File: src/design/frmon_pkg.sv
// Shared types, field widths, command codes and register indexes of the frame sequence monitor.
`default_nettype none

package frmon_pkg;

    // Fixed field widths.
    localparam int CMD_W      = 2;
    localparam int SEQ_W      = 32;
    localparam int BYTES_W    = 32;
    localparam int OFFSET_W   = 48;
    localparam int LOST_W     = 48;
    localparam int COUNT_W    = 32;
    localparam int OUT_TIME_W = 48;
    localparam int SUM_W      = 56;
    localparam int CFG_W      = 32;
    localparam int CFG_ADDR_W = 1;

    // Fixed part of the input beat: sequence number, byte count and error flag.
    localparam int FRAME_FIXED_W = SEQ_W + BYTES_W + 1;

    // Command codes carried in s_tuser.
    localparam logic [CMD_W-1:0] CMD_FRAME = 2'd0;
    localparam logic [CMD_W-1:0] CMD_IDLE  = 2'd1;
    localparam logic [CMD_W-1:0] CMD_CLEAR = 2'd2;

    // Configuration register indexes.
    localparam logic [CFG_ADDR_W-1:0] REG_STALL_TIMEOUT = 1'b0;
    localparam logic [CFG_ADDR_W-1:0] REG_MAX_BYTES     = 1'b1;

    // Configuration reset values.
    localparam logic [CFG_W-1:0] STALL_TIMEOUT_RST = 32'd10000000;
    localparam logic [CFG_W-1:0] MAX_BYTES_RST     = 32'd4194304;

    // Result beat layout, lowest field first.
    localparam int OUT_OFFSET_LSB  = 0;
    localparam int OUT_WRITTEN_BIT = OUT_OFFSET_LSB + OFFSET_W;
    localparam int OUT_GAP_BIT     = OUT_WRITTEN_BIT + 1;
    localparam int OUT_MISSING_LSB = OUT_GAP_BIT + 1;
    localparam int OUT_DELTA_LSB   = OUT_MISSING_LSB + SEQ_W;
    localparam int OUT_STALLED_BIT = OUT_DELTA_LSB + OUT_TIME_W;
    localparam int OUT_LOST_LSB    = OUT_STALLED_BIT + 1;
    localparam int OUT_ERROR_LSB   = OUT_LOST_LSB + LOST_W;
    localparam int OUT_COUNT_LSB   = OUT_ERROR_LSB + COUNT_W;
    localparam int OUT_MIN_LSB     = OUT_COUNT_LSB + COUNT_W;
    localparam int OUT_MAX_LSB     = OUT_MIN_LSB + OUT_TIME_W;
    localparam int OUT_SUM_LSB     = OUT_MAX_LSB + OUT_TIME_W;
    localparam int OUT_FIELDS_W    = OUT_SUM_LSB + SUM_W;
    localparam int M_TDATA_W       = ((OUT_FIELDS_W + 7) / 8) * 8;

    // Window update controls from the item stage.
    typedef struct packed {
        logic add;
        logic clear;
    } win_ctrl_t;

endpackage

`default_nettype wire

File: src/design/frame_sequence_monitor.sv
// Top level of the frame sequence monitor: item register, per-item update and result register.
`default_nettype none

// The monitor takes one beat per clock while m_tready stays high and presents one result beat
// for each. The beat is captured in an input register. All counters, the interval
// window and the stall flag are updated by one pass of compares and additions. The result
// lands in an output register that holds while m_tready is low. While a result waits, the
// input register can still take one more beat, and then s_tready drops. With m_tready high
// the sustained rate is one beat per cycle, set by the single update pass against the state
// registers. s_tuser carries the command (frame, idle check, clear window). Configuration
// writes take effect at once and are meant for idle periods.
module frame_sequence_monitor #(
    parameter int TIME_WIDTH = 48
) (
    input  wire logic                                  aclk,
    input  wire logic                                  aresetn,
    // Input beats.
    input  wire logic                                  s_tvalid,
    output logic                                       s_tready,
    // s_tdata, from bit 0: now_us, sequence_req, timestamp_us, byte_count, error_flag.
    input  wire logic [((2*TIME_WIDTH+frmon_pkg::FRAME_FIXED_W+7)/8)*8-1:0] s_tdata,
    // s_tuser: cmd.
    input  wire logic [frmon_pkg::CMD_W-1:0]            s_tuser,
    // Result beats.
    output logic                                       m_tvalid,
    input  wire logic                                  m_tready,
    // m_tdata, from bit 0: record_offset, frame_written, gap_found, missing_frames,
    // delta_us, stalled, lost_total, error_total, window_count, window_min_us,
    // window_max_us, window_sum_us, zero fill.
    output logic      [frmon_pkg::M_TDATA_W-1:0]        m_tdata,
    // Configuration writes.
    input  wire logic                                  cfg_wr_en,
    input  wire logic [frmon_pkg::CFG_ADDR_W-1:0]       cfg_addr,
    input  wire logic [frmon_pkg::CFG_W-1:0]            cfg_wr_data
);
    import frmon_pkg::*;

    localparam int NOW_LSB   = 0;
    localparam int SEQ_LSB   = NOW_LSB + TIME_WIDTH;
    localparam int TS_LSB    = SEQ_LSB + SEQ_W;
    localparam int BYTES_LSB = TS_LSB + TIME_WIDTH;
    localparam int ERR_BIT   = BYTES_LSB + BYTES_W;

    // Configuration registers.
    logic [CFG_W-1:0] stall_timeout_reg;
    logic [CFG_W-1:0] max_bytes_reg;

    always_ff @(posedge aclk) begin
        if (!aresetn) begin
            stall_timeout_reg <= STALL_TIMEOUT_RST;
            max_bytes_reg     <= MAX_BYTES_RST;
        end else if (cfg_wr_en) begin
            unique case (cfg_addr)
                REG_STALL_TIMEOUT: stall_timeout_reg <= cfg_wr_data;
                REG_MAX_BYTES:     max_bytes_reg     <= cfg_wr_data;
                default: ;
            endcase
        end
    end

    // Input register and handshake.
    logic                  in_valid_reg;
    logic [CMD_W-1:0]      cmd_reg;
    logic [TIME_WIDTH-1:0] now_reg;
    logic [SEQ_W-1:0]      seq_reg;
    logic [TIME_WIDTH-1:0] ts_reg;
    logic [BYTES_W-1:0]    bytes_reg;
    logic                  err_reg;
    logic                  out_valid_reg;
    logic [M_TDATA_W-1:0]  out_data_reg;
    logic                  advance;
    logic                  in_take;

    assign advance  = in_valid_reg && (!out_valid_reg || m_tready);
    assign s_tready = !in_valid_reg || advance;
    assign in_take  = s_tvalid && s_tready;

    always_ff @(posedge aclk) begin
        if (!aresetn) begin
            in_valid_reg <= 1'b0;
        end else if (in_take) begin
            in_valid_reg <= 1'b1;
        end else if (advance) begin
            in_valid_reg <= 1'b0;
        end
    end

    always_ff @(posedge aclk) begin
        if (in_take) begin
            cmd_reg   <= s_tuser;
            now_reg   <= s_tdata[NOW_LSB +: TIME_WIDTH];
            seq_reg   <= s_tdata[SEQ_LSB +: SEQ_W];
            ts_reg    <= s_tdata[TS_LSB +: TIME_WIDTH];
            bytes_reg <= s_tdata[BYTES_LSB +: BYTES_W];
            err_reg   <= s_tdata[ERR_BIT];
        end
    end

    // Stream state.
    logic                  have_first_reg;
    logic [SEQ_W-1:0]      prev_seq_reg;
    logic [TIME_WIDTH-1:0] prev_ts_reg;
    logic [TIME_WIDTH-1:0] last_arrival_reg;
    logic [OFFSET_W-1:0]   write_offset_reg, write_offset_next;
    logic [LOST_W-1:0]     lost_reg, lost_next;
    logic [COUNT_W-1:0]    error_reg, error_next;
    logic                  stall_reg, stall_next;

    // Per-item decode.
    logic                  is_frame;
    logic                  is_idle;
    logic                  is_clear;
    logic [SEQ_W-1:0]      missing_raw;
    logic                  gap;
    logic                  ts_fwd;
    logic [TIME_WIDTH-1:0] delta;
    logic [LOST_W:0]       lost_sum;
    logic                  size_ok;
    logic [OFFSET_W:0]     offset_sum;
    logic [TIME_WIDTH-1:0] idle_time;
    logic                  stall_hit;

    assign is_frame = (cmd_reg == CMD_FRAME);
    assign is_idle  = (cmd_reg == CMD_IDLE);
    assign is_clear = (cmd_reg == CMD_CLEAR);

    // Sequence gap with 32-bit wrap; a gap is any number missing but zero.
    assign missing_raw = seq_reg - prev_seq_reg - 1'b1;
    assign gap         = is_frame && have_first_reg && (missing_raw != '0);
    assign lost_sum    = {1'b0, lost_reg} + (LOST_W + 1)'(missing_raw);

    // Only a forward timestamp gives an interval.
    assign ts_fwd = is_frame && have_first_reg && (ts_reg > prev_ts_reg);
    assign delta  = ts_fwd ? ts_reg - prev_ts_reg : '0;

    // Byte offset advances only for frames of valid size.
    assign size_ok    = (bytes_reg != '0) && (bytes_reg <= max_bytes_reg);
    assign offset_sum = {1'b0, write_offset_reg} + (OFFSET_W + 1)'(bytes_reg);

    // Stall when the idle time since the last frame exceeds the timeout.
    assign idle_time = now_reg - last_arrival_reg;
    assign stall_hit = (now_reg > last_arrival_reg) &&
                       (idle_time > TIME_WIDTH'(stall_timeout_reg));

    always_comb begin
        lost_next         = lost_reg;
        error_next        = error_reg;
        write_offset_next = write_offset_reg;
        stall_next        = stall_reg;
        if (gap) begin
            lost_next = lost_sum[LOST_W] ? {LOST_W{1'b1}} : lost_sum[LOST_W-1:0];
        end
        if (is_frame && err_reg && (error_reg != {COUNT_W{1'b1}})) begin
            error_next = error_reg + 1'b1;
        end
        if (is_frame && size_ok) begin
            write_offset_next = offset_sum[OFFSET_W] ? {OFFSET_W{1'b1}}
                                                     : offset_sum[OFFSET_W-1:0];
        end
        if (is_idle && stall_hit) begin
            stall_next = 1'b1;
        end
    end

    always_ff @(posedge aclk) begin
        if (!aresetn) begin
            have_first_reg   <= 1'b0;
            prev_seq_reg     <= '0;
            prev_ts_reg      <= '0;
            last_arrival_reg <= '0;
            write_offset_reg <= '0;
            lost_reg         <= '0;
            error_reg        <= '0;
            stall_reg        <= 1'b0;
        end else if (advance) begin
            write_offset_reg <= write_offset_next;
            lost_reg         <= lost_next;
            error_reg        <= error_next;
            stall_reg        <= stall_next;
            if (is_frame) begin
                have_first_reg   <= 1'b1;
                prev_seq_reg     <= seq_reg;
                prev_ts_reg      <= ts_reg;
                last_arrival_reg <= now_reg;
            end
        end
    end

    // Interval window.
    win_ctrl_t             win_ctrl;
    logic [COUNT_W-1:0]    win_count;
    logic [OUT_TIME_W-1:0] win_min;
    logic [OUT_TIME_W-1:0] win_max;
    logic [SUM_W-1:0]      win_sum;

    assign win_ctrl.add   = advance && ts_fwd;
    assign win_ctrl.clear = advance && is_clear;

    frmon_window #(
        .TIME_WIDTH(TIME_WIDTH)
    ) u_window (
        .aclk      (aclk),
        .aresetn   (aresetn),
        .ctrl      (win_ctrl),
        .delta     (delta),
        .rpt_count (win_count),
        .rpt_min   (win_min),
        .rpt_max   (win_max),
        .rpt_sum   (win_sum)
    );

    // Result beat assembly.
    logic [OFFSET_W-1:0]  rec_offset;
    logic                 written;
    logic [SEQ_W-1:0]     missing;
    logic [M_TDATA_W-1:0] result;

    assign rec_offset = is_frame ? write_offset_reg : '0;
    assign written    = is_frame && size_ok;
    assign missing    = gap ? missing_raw : '0;

    assign result = {
        {(M_TDATA_W - OUT_FIELDS_W){1'b0}},
        win_sum,
        win_max,
        win_min,
        win_count,
        error_next,
        lost_next,
        stall_next,
        OUT_TIME_W'(delta),
        missing,
        gap,
        written,
        rec_offset
    };

    // Output register.
    always_ff @(posedge aclk) begin
        if (!aresetn) begin
            out_valid_reg <= 1'b0;
        end else if (advance) begin
            out_valid_reg <= 1'b1;
        end else if (m_tready) begin
            out_valid_reg <= 1'b0;
        end
    end

    always_ff @(posedge aclk) begin
        if (advance) begin
            out_data_reg <= result;
        end
    end

    assign m_tvalid = out_valid_reg;
    assign m_tdata  = out_data_reg;

endmodule

`default_nettype wire

File: src/design/frmon_window.sv
// Interval window statistics: count, minimum, maximum and saturating sum.
`default_nettype none

module frmon_window #(
    parameter int TIME_WIDTH = 48
) (
    input  wire logic                            aclk,
    input  wire logic                            aresetn,
    input  wire frmon_pkg::win_ctrl_t            ctrl,
    input  wire logic [TIME_WIDTH-1:0]           delta,
    output logic      [frmon_pkg::COUNT_W-1:0]    rpt_count,
    output logic      [frmon_pkg::OUT_TIME_W-1:0] rpt_min,
    output logic      [frmon_pkg::OUT_TIME_W-1:0] rpt_max,
    output logic      [frmon_pkg::SUM_W-1:0]      rpt_sum
);
    import frmon_pkg::*;

    localparam int SUMX_W = ((SUM_W > TIME_WIDTH) ? SUM_W : TIME_WIDTH) + 1;
    localparam logic [SUM_W-1:0] SUM_MAX = {SUM_W{1'b1}};

    logic [COUNT_W-1:0]    count_reg, count_next;
    logic [TIME_WIDTH-1:0] min_reg, min_next;
    logic [TIME_WIDTH-1:0] max_reg, max_next;
    logic [SUM_W-1:0]      sum_reg, sum_next;
    logic [SUMX_W-1:0]     sum_wide;
    logic [SUM_W-1:0]      sum_sat;
    logic [COUNT_W-1:0]    count_inc;

    // Saturating updates for one new interval.
    assign sum_wide  = SUMX_W'(sum_reg) + SUMX_W'(delta);
    assign sum_sat   = (sum_wide > SUMX_W'(SUM_MAX)) ? SUM_MAX : sum_wide[SUM_W-1:0];
    assign count_inc = (count_reg == {COUNT_W{1'b1}}) ? count_reg : count_reg + 1'b1;

    // A clear empties the whole window, maximum included.
    always_comb begin
        count_next = count_reg;
        min_next   = min_reg;
        max_next   = max_reg;
        sum_next   = sum_reg;
        if (ctrl.clear) begin
            count_next = '0;
            min_next   = '0;
            max_next   = '0;
            sum_next   = '0;
        end else if (ctrl.add) begin
            if (count_reg == '0 || delta < min_reg) begin
                min_next = delta;
            end
            if (delta > max_reg) begin
                max_next = delta;
            end
            sum_next   = sum_sat;
            count_next = count_inc;
        end
    end

    always_ff @(posedge aclk) begin
        if (!aresetn) begin
            count_reg <= '0;
            min_reg   <= '0;
            max_reg   <= '0;
            sum_reg   <= '0;
        end else begin
            count_reg <= count_next;
            min_reg   <= min_next;
            max_reg   <= max_next;
            sum_reg   <= sum_next;
        end
    end

    // Report the window as it stands after this item; extremes read 0 when empty.
    assign rpt_count = count_next;
    assign rpt_min   = (count_next != '0) ? OUT_TIME_W'(min_next) : '0;
    assign rpt_max   = (count_next != '0) ? OUT_TIME_W'(max_next) : '0;
    assign rpt_sum   = sum_next;

endmodule

`default_nettype wire

File: config.mk
export PLATFORM = sky130hd
export DESIGN_NAME = frame_sequence_monitor
export DESIGN_NICKNAME = d
export VERILOG_FILES = /design/src/design/frmon_pkg.sv /design/src/design/frame_sequence_monitor.sv /design/src/design/frmon_window.sv
export SDC_FILE = /design/constraint.sdc
export NUM_CORES = 2
export LEC_CHECK = 0
export ABC_AREA = 1
export BUFFER_PORTS_ARGS = -buffer_cell sky130_fd_sc_hd__buf_4
export CAP_MARGIN = 25
export CORE_UTILIZATION = 60
export DETAILED_ROUTE_END_ITERATION = 12
export PLACE_DENSITY = 0.91
export SLEW_MARGIN = 20
export SYNTH_ARGS = -nofsm -noshare
export SYNTH_HDL_FRONTEND = slang
export SYNTH_SLANG_ARGS = --single-unit
File: constraint.sdc
create_clock -name aclk -period 21.2 [get_ports aclk]
set_clock_uncertainty 0.05 [all_clocks]
set_input_delay 4.24 -clock aclk [delete_from_list [all_inputs] [get_ports aclk]]
set_output_delay 4.24 -clock aclk [all_outputs]
set_load 0.02 [all_outputs]
# == Word-level counts from Yosys, hierarchy flattened ==
# Index checks and enable logic that the tools add are counted.
# word_totals
in_bits,208
ff_bits,1066
# op_classes
n_eq_ne,4
n_mux,22
addsub,9
bitwise_logic,1
n_lt_le_gt_ge,7
reduce_logical,29
# op_table
cell,count
2-to-1 mux 48 bit,10
2-to-1 mux 56 bit,3
greater-than comparator 48 bit,3
2-to-1 mux 32 bit,4
adder 48 x 32 -> 49 bit,2
nonzero test 32 bit,3
subtractor 48 bit,2
adder 32 x 1 -> 32 bit (second input constant),2
adder 56 x 48 -> 57 bit,1
greater-than comparator 57 x 56 -> 1 bit (second input constant),1
greater-than comparator 48 x 32 -> 1 bit,1
< comparator 48 bit,1
== test 32 bit (second input constant),1
less-or-equal comparator 32 bit,1
logical NOT 32 bit,1
inequality test 32 bit (second input constant),1
subtractor 32 x 1 -> 32 bit (second input constant),1
subtractor 32 bit,1
logical AND 1 bit,13
AND reduction 2 bit,4
2-to-1 mux 1 bit,5
nonzero test 2 bit,2
logical OR 1 bit,3
== test 2 x 1 -> 1 bit (second input constant),1
4 further kinds,5

# == Longest topological paths before layout ==
# depth
ltp_word,9
mapped_depth,38

# == By module ==
# From an unflattened synthesis, not the netlist that was laid out.
# hier_totals
cells_unflattened,8649
hier_area_um2,64179.1
# by_module_without_submodules
module,area_per_inst_um2,cells_each,n_inst,seq_area_each_um2
frame_sequence_monitor,47589.4,5863,1,23242.3
frmon_window,16589.7,2786,1,3683.5

# == Least setup slack after synthesis ==
# OpenSTA, ideal clock, no wires.
# synth_path
path_type,input to register
start,input port m_tready
end,"register out_data_reg[0], in the netlist m_tdata[0], enable pin"
required_time_ns,20.236
arrival_ns,15.662
path_buffers,2
setup_slack_ns,4.574
stages,6
path_cell_list,inv_1 -> nand2_1 -> nand2_1 -> inv_1 -> clkbuf_1 -> clkbuf_1
# synth_between
elab_chain_len,2
# synth_lines
item,line,text
start: declaration,frame_sequence_monitor.sv:26,"input wire logic m_tready,"
logical OR 1 bit,frame_sequence_monitor.sv:74,assign advance = in_valid_reg && (!out_valid_reg || m_tready);
logical AND 1 bit,frame_sequence_monitor.sv:74,
via advance,frame_sequence_monitor.sv:71,logic advance;
end signal: assignment,frame_sequence_monitor.sv:251,out_data_reg <= result;
end: declaration,frame_sequence_monitor.sv:70,logic [M_TDATA_W-1:0] out_data_reg;
# The timed path passes the listed nets, and every way through them passes these cells.
# A chain may end at the register's enable or synchronous reset.

# == Worst setup path after layout ==
# layout_path
start,input port m_tready
end,"register out_data_reg[286], in the netlist m_tdata[286] (data pin)"
# layout_between
elab_chain_len,6
# layout_lines
item,line,text
logical OR 1 bit (*),frame_sequence_monitor.sv:74,
logical AND 1 bit (*),frame_sequence_monitor.sv:74,
logical AND 1 bit,frame_sequence_monitor.sv:196,assign win_ctrl.add = advance && ts_fwd;
2-to-1 mux 32 bit,frmon_window.sv:45,end else if (ctrl.add) begin
2-to-1 mux 32 bit,frmon_window.sv:40,if (ctrl.clear) begin
nonzero test 32 bit,frmon_window.sv:73,assign rpt_min = (count_next != '0) ? OUT_TIME_W'(min_next) : '0;
# Mark *: on every way between the ends. The rest lies on a longest branch, timed or not.

==> qor.txt <==
Final setup fails -> 0
Top cells by area, synth -> edfxtp_1, dfxtp_1, nand2_1
Crit-path max FO -> 105
Crit path depth -> 19
Max_slew headroom -> 0.241
RSZ-0062 raised after global routing -> no
Post-synth top area cell -> edfxtp_1
Vias in the first global route -> 55,374
Crit path buf inv count -> 5
Drc violations -> 0
Routed vias/inst -> 5.76
Top routing layer in use -> met5
CP Launch Type -> primary input
Max reg flops -> 395
Ratio of final minimum period to clock period -> 0.428
Slew Limit Fails -> 0
Synth Instances -> 8,167
Post-route ant nets -> 0
DRT iter0 DRCs -> 6,432
Net Sw Power -> 1450 uW
Initial antenna violation count -> 33
Synthesized area -> 0.0624 sq mm
Layout cells sized above 1 -> 0.118
H-tree Lvls -> 3
Most used cell, CP -> nor2_1
Synth top area share -> 0.268
Drt wl/cell -> 19.7 um
Die X -> 325 um
Hold depth -> 2
Internal -> 3700 uW
# clock sinks -> 1,066
Initial Utilization -> 0.609
Max stage delay on crit path -> 840 ps
Crit path cell chain -> buf_4, inv_1, nand2_1, nand2_2, inv_8, nand2_4, clkinv_2, o21ai_2, nor2_1, nand2_1, nor2_1, nand3_1, nand3_1, nand4_1, nor2_1, nand2_1, nor2_4, buf_4, nor2_1
Die area -> 0.105 sq mm
Root Buffer -> clkbuf_16
Yosys warns -> 0
Clk_lat worst skew -> 720 ps
Fmax -> 0.110 GHz
Arr. time, crit path -> 9430 ps
Clk buf depth -> 3
# port buffers -> 597
Nets -> 9,231
Switching Share -> 0.281
Worst-margin pin slew -> 1130 ps
Clk slew on worst S/H paths -> 70 ps
M1 WL -> 78.7 mm
Placer Congestion -> 1.01
WS Path Type -> primary input to flop
VDD IR max -> 0.0896 mV
Sequential fraction of design power -> 0.448
CTS Hold Buffers Added -> 0
Worst R2R Setup Slack -> 13,960 ps
WP data required -> 21,550 ps
Seq cells post-synth -> 1,066
# Post-CTS Setup Buffers -> 0
Gate power share -> 0.158
Status -> completed
Setup tns final -> 0 ps
Row count -> 117
Synthesized area per cell -> 7.64 sq um
Detailed Route WL -> 200 mm
Global route total overflow -> 0
Worst hold path type -> flop to flop
Num CTS Buffers -> 109
Setup crit end kind -> flop
Lkg Pwr -> 0.0324 uW
Clk network pwr share -> 0.394
Family with the most delay on the worst path -> simple AND/OR/NAND/NOR gates
Final hold violations -> 0
Seq/Total Area, Yosys -> 0.431
Max_cap viols -> 0
First-pass GRT wire length -> 306 mm
Top FF cell, synth -> edfxtp_1
Slowest-stage cell, CP -> buf_4
Worst setup margin -> 12,120 ps
Dpl cells -> 9,929
Hold_sp -> prev_ts_reg[3]
RR Endpoint -> m_tdata[324]
Post-Place Setup Slack -> 11,570 ps
Routed wl met2 -> 90.5 mm
Power Dens Cells -> 71.9 mW/mm^2
Post-synth EDFFs -> 558
Non-filler cells, final -> 10,155
Synth cell types -> 66
Worst R2R Path Depth -> 34
Core Region -> 0.102 sq mm
Ports -> 610
Die height -> 325 um
Fraction of registers with async set or reset after synthesis -> 0
CTS tree -> yes
Total track usage -> 0.368
Initial DRT Pass Iterations -> 8
Largest net degree at the start of global routing -> 127
Total number of vias -> 58,505
Min cycle time layout -> 9080 ps
Detailed placer's ending HPWL -> 150 mm
Synthesis-to-finish area growth -> 14.9%
Routed met3 length -> 20.5 mm
PostCTS Resize Cnt -> 0
Hold EP -> prev_ts_reg[3]
RR Startpoint -> ts_reg[2]
-- cell families (layout without fill, tap and decap cells) --
group / count (synthesis) / count (layout) / synth area share
flops: 1066 / 1066 / 0.431
fa+ha+maj: 350 / 350 / 0.0708
buf+inv: 1585 / 2183 / 0.0994
other cells: 1 / 23 / 0.0000601
compound gates: 1340 / 1340 / 0.116
simple gates: 3603 / 3603 / 0.251
xor+xnor: 222 / 222 / 0.0312
-- per-layer routing --
metal | vias up | global-route usage
li1 | 27761 | -
met4 | 32 | 0.191
met2 | 3018 | 0.589
met3 | 575 | 0.0796
met1 | 27119 | 0.467
met5 | - | 0
-- worst max-delay path by stage --
stage | endpoint | start | slack (ps)
floorplan | m_tdata[0] | m_tready | 4570
CTS | s_tready | m_tready | 12230
finish | m_tdata[286] | m_tready | 12120
detailed placement | m_tdata[284] | m_tready | 11570
global placement | m_tdata[284] | m_tready | 11720
global route | m_tdata[286] | m_tready | 11780
-- stage by stage --
stage | total power, uW | instance area (sq um) | hold slack (ps) | utilization
2_1_floorplan | 2890 | 62400 | 383 | -
6_report | 5160 | 71700 | 405 | 0.700
3_3_place_gp | 3110 | 67800 | 392 | 0.661
5_1_grt | 5330 | 71700 | 421 | 0.700
4_1_cts | 5150 | 71600 | 409 | 0.699
3_5_place_dp | 3140 | 67800 | 399 | 0.662
-- cells in the mapped netlist (all sizes together) (77+ instances only) --
| library cell | n |
|---|---|
| nor3 | 113 |
| ha | 345 |
| nand4 | 117 |
| a31oi | 81 |
| nand2 | 1637 |
| dfxtp | 508 |
| o21ai | 451 |
| inv | 1339 |
| edfxtp | 558 |
| clkbuf | 165 |
| a21oi | 652 |
| nor2 | 1026 |
| nand3 | 586 |
| buf | 77 |
| xor2 | 153 |
-- layout by cell type (no fill, tap or decap), types with 345 or more instances in the layout --
master	count
a21oi_1	647
buf_4	628
dfxtp_1	508
edfxtp_1	558
ha_1	345
inv_1	1280
nand2_1	1606
nand3_1	558
nor2_1	963
o21ai_0	433
-- worst register-to-register path: cells and delay by family, from the launching register on --
family	cells	cell delay, ps
buf+inv	6	1130
fa+ha+maj	2	780
flops	1	400
simple gates	20	3440
compound gates	6	1130
-- area by class of cell --
cell class / instances / area [sq um]
repair buffers: 633 / 4840
clock buffers: 151 / 3090
clock inverters: 56 / 694
multi-input cells: 5520 / 29300
inverters: 1343 / 5070
well taps: 1368 / 1710
fillers: 8093 / 30800
diodes: 18 / 45.0
flip-flops and latches: 1066 / 26900
-- power by group through the flow --
stage               combinational, uW  sequential [uW]  clock [uW]
finish                            815             2310        2030
global route                      888             2310        2130
CTS                               798             2300        2050
detailed placement                790             2350           0
global placement                  766             2350           0
floorplan                         501             2390           0
No activity file was read; power rests on OpenSTA's default activity.
